`config.mk`:
```
export PLATFORM = sky130hd
export DESIGN_NAME = ycbcr422_to_bgra_quarter_scale
export DESIGN_NICKNAME = d
export VERILOG_FILES = /design/src/rtl/y422q_pkg.sv /design/src/rtl/y422q_front.sv /design/src/rtl/y422q_queue.sv /design/src/rtl/y422q_back.sv /design/src/rtl/ycbcr422_to_bgra_quarter_scale.sv
export SDC_FILE = /design/constraint.sdc
export NUM_CORES = 1
export LEC_CHECK = 0
export BUFFER_PORTS_ARGS = -buffer_cell sky130_fd_sc_hd__buf_2
export CAP_MARGIN = 20
export CORE_MARGIN = 2
export CORE_UTILIZATION = 40
export CTS_CLUSTER_DIAMETER = 200
export DETAILED_ROUTE_END_ITERATION = 12
export RECOVER_POWER = 50
export REMOVE_ABC_BUFFERS = 1
export SLEW_MARGIN = 15
export SYNTH_ARGS = -nofsm -noshare
export SYNTH_HDL_FRONTEND = slang
export SYNTH_HIERARCHICAL = 1
export SYNTH_SLANG_ARGS = --single-unit
```
`constraint.sdc`:
```
create_clock -name clk_i -period 15.6 [get_ports clk_i]
set_input_delay 0 -clock clk_i [delete_from_list [all_inputs] [get_ports clk_i]]
set_output_delay 0 -clock clk_i [all_outputs]
set_load 0.03 [all_outputs]
```
`src/rtl/y422q_pkg.sv`:
```
// ----------------------------------------------------------------------------
// y422q_pkg
// Shared types, constants and helpers for the quarter-scale 4:2:2 to BGRA
// converter.
// ----------------------------------------------------------------------------
package y422q_pkg;

  localparam int MaxLineBytesDefault = 16384;
  localparam int QueueDepth          = 4;

  localparam int                 CfgW          = 15;
  localparam logic [CfgW-1:0]    LineBytesRst  = 15'd3840;

  localparam int PixW = 8;
  localparam int SumW = 20;

  typedef logic signed [SumW-1:0] sum_t;

  // 8.8 fixed-point coefficients
  localparam sum_t CoefY      = 20'sd298;
  localparam sum_t CoefCbBlue = 20'sd541;
  localparam sum_t CoefCbGrn  = 20'sd55;
  localparam sum_t CoefCrGrn  = 20'sd136;
  localparam sum_t CoefCrRed  = 20'sd459;

  localparam logic [PixW-1:0] LumaOffset   = 8'd16;
  localparam logic [PixW-1:0] ChromaOffset = 8'd128;
  localparam logic [PixW-1:0] AlphaOpaque  = 8'hff;

  // One item handed from the front to the back
  typedef struct packed {
    logic [PixW-1:0] cb;
    logic [PixW-1:0] y0;
    logic [PixW-1:0] cr;
    logic            row_end;
  } pix_req_t;

  // Negative clamps to zero, otherwise drop the fraction and saturate.
  function automatic logic [PixW-1:0] sat8(sum_t v);
    logic [PixW-1:0] r;
    if (v[SumW-1]) begin
      r = '0;
    end else if (|v[SumW-2:16]) begin
      r = 8'hff;
    end else begin
      r = v[15:8];
    end
    return r;
  endfunction

endpackage

```
`src/rtl/y422q_front.sv`:
```
// ----------------------------------------------------------------------------
// y422q_front
// Tracks column and line phase, decides which macropixels produce a pixel
// and pushes those into the queue.
// ----------------------------------------------------------------------------
module y422q_front #(
  parameter int MAX_LINE_BYTES = y422q_pkg::MaxLineBytesDefault
) (
  input  logic                        clk_i,
  input  logic                        rst_ni,
  input  logic [y422q_pkg::CfgW-1:0]  line_bytes_i,
  input  logic                        in_valid_i,
  output logic                        in_ready_o,
  input  logic [y422q_pkg::PixW-1:0]  cb_i,
  input  logic [y422q_pkg::PixW-1:0]  y0_i,
  input  logic [y422q_pkg::PixW-1:0]  cr_i,
  input  logic                        frame_end_i,
  output logic                        push_valid_o,
  input  logic                        push_ready_i,
  output y422q_pkg::pix_req_t         push_data_o
);

  localparam int PerLineMax = MAX_LINE_BYTES / 4;
  localparam int ColW       = (PerLineMax > 2) ? $clog2(PerLineMax) : 1;
  localparam int PlW        = $clog2(PerLineMax + 1);
  localparam logic [16:0] MaxBytes  = 17'(MAX_LINE_BYTES);
  localparam logic [16:0] MaxMasked = 17'(MAX_LINE_BYTES) & ~17'd7;
  localparam logic [16:0] MinBytes  = 17'd8;

  logic [ColW-1:0] col_q, col_d;
  logic [1:0]      phase_q, phase_d;
  logic [16:0]     pitch_masked, pitch;
  logic [PlW-1:0]  per_line;
  logic [PlW:0]    col_ext;
  logic            emit, accept, line_done;

  always_comb begin
    pitch_masked = {2'b00, line_bytes_i[y422q_pkg::CfgW-1:3], 3'b000};
    priority if (pitch_masked < MinBytes) begin
      pitch = MinBytes;
    end else if (pitch_masked > MaxBytes) begin
      pitch = MaxMasked;
    end else begin
      pitch = pitch_masked;
    end
  end

  assign per_line  = PlW'(pitch >> 2);
  assign col_ext   = (PlW+1)'(col_q);
  assign emit      = (phase_q == 2'd0) && !col_q[0];
  assign line_done = (col_ext + (PlW+1)'(1)) >= (PlW+1)'(per_line);

  // Every transfer needs a free slot so that the position never runs ahead
  assign in_ready_o   = push_ready_i;
  assign accept       = in_valid_i && push_ready_i;
  assign push_valid_o = in_valid_i && emit;

  assign push_data_o.cb      = cb_i;
  assign push_data_o.y0      = y0_i;
  assign push_data_o.cr      = cr_i;
  assign push_data_o.row_end = (col_ext + (PlW+1)'(2)) == (PlW+1)'(per_line);

  always_comb begin
    col_d   = col_q;
    phase_d = phase_q;
    if (accept) begin
      if (frame_end_i) begin
        col_d   = '0;
        phase_d = 2'd0;
      end else if (line_done) begin
        col_d   = '0;
        phase_d = phase_q + 2'd1;
      end else begin
        col_d = col_q + ColW'(1);
      end
    end
  end

  always_ff @(posedge clk_i or negedge rst_ni) begin
    if (!rst_ni) begin
      col_q   <= '0;
      phase_q <= 2'd0;
    end else begin
      col_q   <= col_d;
      phase_q <= phase_d;
    end
  end

endmodule

```
`src/rtl/y422q_queue.sv`:
```
// ----------------------------------------------------------------------------
// y422q_queue
// Short first-in first-out queue between the front and the back.
// ----------------------------------------------------------------------------
module y422q_queue #(
  parameter int DEPTH = y422q_pkg::QueueDepth
) (
  input  logic                 clk_i,
  input  logic                 rst_ni,
  input  logic                 push_valid_i,
  output logic                 push_ready_o,
  input  y422q_pkg::pix_req_t  push_data_i,
  output logic                 pop_valid_o,
  input  logic                 pop_ready_i,
  output y422q_pkg::pix_req_t  pop_data_o
);

  localparam int PtrW = (DEPTH > 1) ? $clog2(DEPTH) : 1;
  localparam int CntW = $clog2(DEPTH + 1);

  y422q_pkg::pix_req_t mem_q [DEPTH];
  logic [PtrW-1:0] wr_q, wr_d, rd_q, rd_d;
  logic [CntW-1:0] cnt_q, cnt_d;
  logic            do_push, do_pop;

  assign push_ready_o = cnt_q != CntW'(DEPTH);
  assign pop_valid_o  = cnt_q != '0;
  assign pop_data_o   = mem_q[rd_q];
  assign do_push      = push_valid_i && push_ready_o;
  assign do_pop       = pop_valid_o && pop_ready_i;

  always_comb begin
    wr_d  = wr_q;
    rd_d  = rd_q;
    cnt_d = cnt_q;
    if (do_push) begin
      wr_d = (wr_q == PtrW'(DEPTH - 1)) ? '0 : wr_q + PtrW'(1);
    end
    if (do_pop) begin
      rd_d = (rd_q == PtrW'(DEPTH - 1)) ? '0 : rd_q + PtrW'(1);
    end
    unique case ({do_push, do_pop})
      2'b10:   cnt_d = cnt_q + CntW'(1);
      2'b01:   cnt_d = cnt_q - CntW'(1);
      default: cnt_d = cnt_q;
    endcase
  end

  always_ff @(posedge clk_i or negedge rst_ni) begin
    if (!rst_ni) begin
      wr_q  <= '0;
      rd_q  <= '0;
      cnt_q <= '0;
    end else begin
      wr_q  <= wr_d;
      rd_q  <= rd_d;
      cnt_q <= cnt_d;
    end
  end

  always_ff @(posedge clk_i) begin
    if (do_push) begin
      mem_q[wr_q] <= push_data_i;
    end
  end

endmodule

```
`src/rtl/y422q_back.sv`:
```
// ----------------------------------------------------------------------------
// y422q_back
// Colour conversion: products in the first stage, sums and clamping into
// the output register in the second.
// ----------------------------------------------------------------------------
module y422q_back (
  input  logic                        clk_i,
  input  logic                        rst_ni,
  input  logic                        in_valid_i,
  output logic                        in_ready_o,
  input  y422q_pkg::pix_req_t         in_data_i,
  output logic                        out_valid_o,
  input  logic                        out_ready_i,
  output logic [y422q_pkg::PixW-1:0]  blue_o,
  output logic [y422q_pkg::PixW-1:0]  green_o,
  output logic [y422q_pkg::PixW-1:0]  red_o,
  output logic                        row_end_o
);

  logic                  a_valid_q, b_valid_q, a_ready, b_ready;
  logic signed [9:0]     y0s;
  logic signed [8:0]     cbs, crs;
  y422q_pkg::sum_t       py_q, pbb_q, pgb_q, pgr_q, prr_q;
  y422q_pkg::sum_t       sum_b, sum_g, sum_r;
  logic                  a_row_end_q;
  logic [y422q_pkg::PixW-1:0] blue_q, green_q, red_q;
  logic                  row_end_q;

  assign b_ready    = !b_valid_q || out_ready_i;
  assign a_ready    = !a_valid_q || b_ready;
  assign in_ready_o = a_ready;

  assign y0s = $signed({2'b00, in_data_i.y0}) - $signed({2'b00, y422q_pkg::LumaOffset});
  assign cbs = $signed({1'b0, in_data_i.cb}) - $signed({1'b0, y422q_pkg::ChromaOffset});
  assign crs = $signed({1'b0, in_data_i.cr}) - $signed({1'b0, y422q_pkg::ChromaOffset});

  always_ff @(posedge clk_i) begin
    if (a_ready && in_valid_i) begin
      py_q        <= y422q_pkg::sum_t'(y0s) * y422q_pkg::CoefY;
      pbb_q       <= y422q_pkg::sum_t'(cbs) * y422q_pkg::CoefCbBlue;
      pgb_q       <= y422q_pkg::sum_t'(cbs) * y422q_pkg::CoefCbGrn;
      pgr_q       <= y422q_pkg::sum_t'(crs) * y422q_pkg::CoefCrGrn;
      prr_q       <= y422q_pkg::sum_t'(crs) * y422q_pkg::CoefCrRed;
      a_row_end_q <= in_data_i.row_end;
    end
  end

  assign sum_b = py_q + pbb_q;
  assign sum_g = py_q - pgb_q - pgr_q;
  assign sum_r = py_q + prr_q;

  always_ff @(posedge clk_i) begin
    if (b_ready && a_valid_q) begin
      blue_q    <= y422q_pkg::sat8(sum_b);
      green_q   <= y422q_pkg::sat8(sum_g);
      red_q     <= y422q_pkg::sat8(sum_r);
      row_end_q <= a_row_end_q;
    end
  end

  always_ff @(posedge clk_i or negedge rst_ni) begin
    if (!rst_ni) begin
      a_valid_q <= 1'b0;
      b_valid_q <= 1'b0;
    end else begin
      if (a_ready) begin
        a_valid_q <= in_valid_i;
      end
      if (b_ready) begin
        b_valid_q <= a_valid_q;
      end
    end
  end

  assign out_valid_o = b_valid_q;
  assign blue_o      = blue_q;
  assign green_o     = green_q;
  assign red_o       = red_q;
  assign row_end_o   = row_end_q;

endmodule

```
`src/rtl/ycbcr422_to_bgra_quarter_scale.sv`:
```
// ----------------------------------------------------------------------------
// ycbcr422_to_bgra_quarter_scale
// Quarter-scale 4:2:2 to BGRA converter with BT.709-style coefficients.
// ----------------------------------------------------------------------------
// Takes one macropixel per clock and sustains that rate while the output is
// not stalled: the position tracker, a four-entry queue and a two-stage
// conversion pipeline (products, then sums and clamping) each move one
// transfer per cycle. Only even macropixels of every fourth line give a BGRA
// pixel, via queue, product stage and output register. The line pitch is read
// through the configuration channel and should only be changed while idle;
// tlast on the input ends the frame and resets column and line phase.
module ycbcr422_to_bgra_quarter_scale #(
  parameter int MAX_LINE_BYTES = y422q_pkg::MaxLineBytesDefault
) (
  input  logic        clk_i,
  input  logic        rst_ni,
  input  logic        cfg_valid_i,
  output logic        cfg_ready_o,
  input  logic [14:0] cfg_data_i,     // line_bytes
  input  logic        s_axis_tvalid,
  output logic        s_axis_tready,
  input  logic [31:0] s_axis_tdata,   // chroma_blue, luma_first, chroma_red, luma_second
  input  logic        s_axis_tlast,   // frame_end
  output logic        m_axis_tvalid,
  input  logic        m_axis_tready,
  output logic [31:0] m_axis_tdata,   // blue, green, red, alpha
  output logic        m_axis_tlast    // row_end
);

  logic [y422q_pkg::CfgW-1:0] line_bytes_q;
  logic                       push_valid, push_ready, pop_valid, pop_ready;
  y422q_pkg::pix_req_t        push_data, pop_data;
  logic [y422q_pkg::PixW-1:0] blue, green, red;

  assign cfg_ready_o = 1'b1;

  always_ff @(posedge clk_i or negedge rst_ni) begin
    if (!rst_ni) begin
      line_bytes_q <= y422q_pkg::LineBytesRst;
    end else if (cfg_valid_i) begin
      line_bytes_q <= cfg_data_i;
    end
  end

  y422q_front #(
    .MAX_LINE_BYTES (MAX_LINE_BYTES)
  ) u_front (
    .clk_i        (clk_i),
    .rst_ni       (rst_ni),
    .line_bytes_i (line_bytes_q),
    .in_valid_i   (s_axis_tvalid),
    .in_ready_o   (s_axis_tready),
    .cb_i         (s_axis_tdata[7:0]),
    .y0_i         (s_axis_tdata[15:8]),
    .cr_i         (s_axis_tdata[23:16]),
    .frame_end_i  (s_axis_tlast),
    .push_valid_o (push_valid),
    .push_ready_i (push_ready),
    .push_data_o  (push_data)
  );

  y422q_queue #(
    .DEPTH (y422q_pkg::QueueDepth)
  ) u_queue (
    .clk_i        (clk_i),
    .rst_ni       (rst_ni),
    .push_valid_i (push_valid),
    .push_ready_o (push_ready),
    .push_data_i  (push_data),
    .pop_valid_o  (pop_valid),
    .pop_ready_i  (pop_ready),
    .pop_data_o   (pop_data)
  );

  y422q_back u_back (
    .clk_i       (clk_i),
    .rst_ni      (rst_ni),
    .in_valid_i  (pop_valid),
    .in_ready_o  (pop_ready),
    .in_data_i   (pop_data),
    .out_valid_o (m_axis_tvalid),
    .out_ready_i (m_axis_tready),
    .blue_o      (blue),
    .green_o     (green),
    .red_o       (red),
    .row_end_o   (m_axis_tlast)
  );

  assign m_axis_tdata = {y422q_pkg::AlphaOpaque, red, green, blue};

endmodule

```
==> reports/metrics.csv <==
metric,value,unit
worst_pin_slew,1.960,ns
final_common_cell,ha_1,
fmax,0.1308,GHz
critPathRequiredTime,15.90,ns
antenna_left,0,
synth_area,0.01844,mm²
drive_gt1_share,7.665,%
fin_util,45.41,%
slew_headroom,-30.68,%
die-height,218.7,µm
status,"complete, but fails checks",
via_per_inst,4.948,
drv_slew,82,
portBuffers,68,
wl,35510,µm
grt_max_degree,84,
grt.busiest_layer,met2,
vias,11246,
seq_area,0.007247,mm²
clock_path_buffers,3,
fillers,4327,
drv_cap,3,
core-area,0.04548,mm²
fin_cells,2273,
grt_overflow,0,
setup_viol,0,
pin_count,89,
post-route-period-util,49.01,%
htreeDepth,1,
postSynthCellCount,1536,
critPathMaxFanout,19,
first_pass_iters,5,
tritoncts,done,
ctsResizeCount,0,
use_met3,2.575,%
die-area,0.04782,mm²
die_w,218.7,µm
gr-usage-met1,20.64,%
crit_arrival,7.95,ns
wl_per_cell,15.62,µm
gp_congestion,0.8326,
cts_setup_buffers,0,
clock_latency,0.57,ns
finalHoldViolations,0,
fin_nets,2071,
numCtsBuffers,29,
hold_path_class,input pin to flop,
place_inst,2164,
start_kind,flop,
start_util,40.54,%
clkTransAtPathRegs,0.06,ns
grt_pass1_wl,59460,µm
met2_usage,26.69,%
rsz0062_at_grt,false,
failed_checks,"capacitance limit, slew limit",
reg2reg_depth,19,
cp-end-kind,flop,
place_hpwl,27030,µm
layout_min_cycle_time,7.645,ns
dp_slack,8.954,ns
antenna_found_initial,3,
tns,0,ns
multi_input_area,0.009876,mm²
holdPathStages,3,
grtUsageTotal,15.55,%
final_cell_mix,"ha_1 (288), inv_1 (243), edfxtp_1 (212)",
rows,78,
yosys_warnings,6,
fin_skew,0.01867,ns
drcViolationCount,0,
critical_path_class,flop to flop,
drtIter0Drc,574,
setup_slack,7.955,ns
cts.sinks,247,
first_global_vias,11687,
clockRootBuffer,clkbuf_16,
syn2layout_area_growth,12.03,%
holdBufCountCts,52,
syn_avg_cell_area,12.00,µm²
[worst max-delay path, stage by stage (launching register included)]
cell and delay, ns:
dfrtp_1 0.75, clkbuf_1 1.21, mux4_2 0.89, inv_1 0.53
ha_1 0.23, inv_1 0.05, fa_1 0.51, inv_1 0.06
fa_1 0.47, ha_1 0.34, fa_1 0.47, a21o_1 0.21
a21oi_1 0.24, o21bai_1 0.09, a21oi_1 0.26, o21bai_1 0.13
a311o_1 0.37, a21oi_1 0.26, o21bai_1 0.13, xor2_1 0.15
[registers in the layout, indices dropped and copies added (netlist names), 2 cells and up]
signal and cells:
u_queue/mem_q 100, u_back/pbb_q 20, u_back/prr_q 19, u_back/py_q 18, u_back/pgb_q 15, u_back/pgr_q 14, line_bytes_q 12, u_front/col_q 12
u_back/blue_o 8, u_back/green_o 8, u_back/red_o 8, u_queue/cnt_q 3, u_front/phase_q 2, u_queue/rd_q 2, u_queue/wr_q 2
[final cells by class]
cell class                      count  share of cell area (%)
Tap cell                          600                   3.635
Inverter                          244                   4.435
Clock inverter                     20                   1.333
Antenna cell                        3                 0.03635
Clock buffer                       34                   3.653
Timing Repair Buffer              125                   3.999
Sequential cell                   247                   35.09
Multi-Input combinational cell   1000                   47.82
[through the flow]
stage / hold WS (ns) / cell area [µm²]
after floorplan: -0.2956 / 18070
after global placement: 0.1413 / 19200
after detailed placement: 0.1393 / 19200
after CTS: 0.05609 / 20750
after global routing: 0.2081 / 20650
final: 0.2268 / 20650
[layer usage]
metal / wire length, µm / vias up
met5: 0 / -
met4: 722 / 0
met3: 1364 / 49
met2: 16950 / 158
met1: 16480 / 5458
li1: - / 5581
[final timing paths]
| kind | slack (ns) | from | endpoint |
|---|---|---|---|
| hold reg to reg | 0.42 | u_back/a_row_end_q | u_back/row_end_o |
| setup / recovery | 7.96 | u_queue/rd_q[0] | u_back/pbb_q[18] |
| setup reg to reg | 7.96 | u_queue/rd_q[0] | u_back/pbb_q[18] |
| hold / removal | 0.23 | s_axis_tlast | u_front/phase_q[1] |
| max in group asynchronous | 13.95 | rst_ni | u_queue/wr_q[1] |
| min in group asynchronous | 0.51 | rst_ni | u_front/col_q[9] |
Power is not shown: default switching activity piles up to over one toggle a cycle in this logic, so the estimate is an artifact.
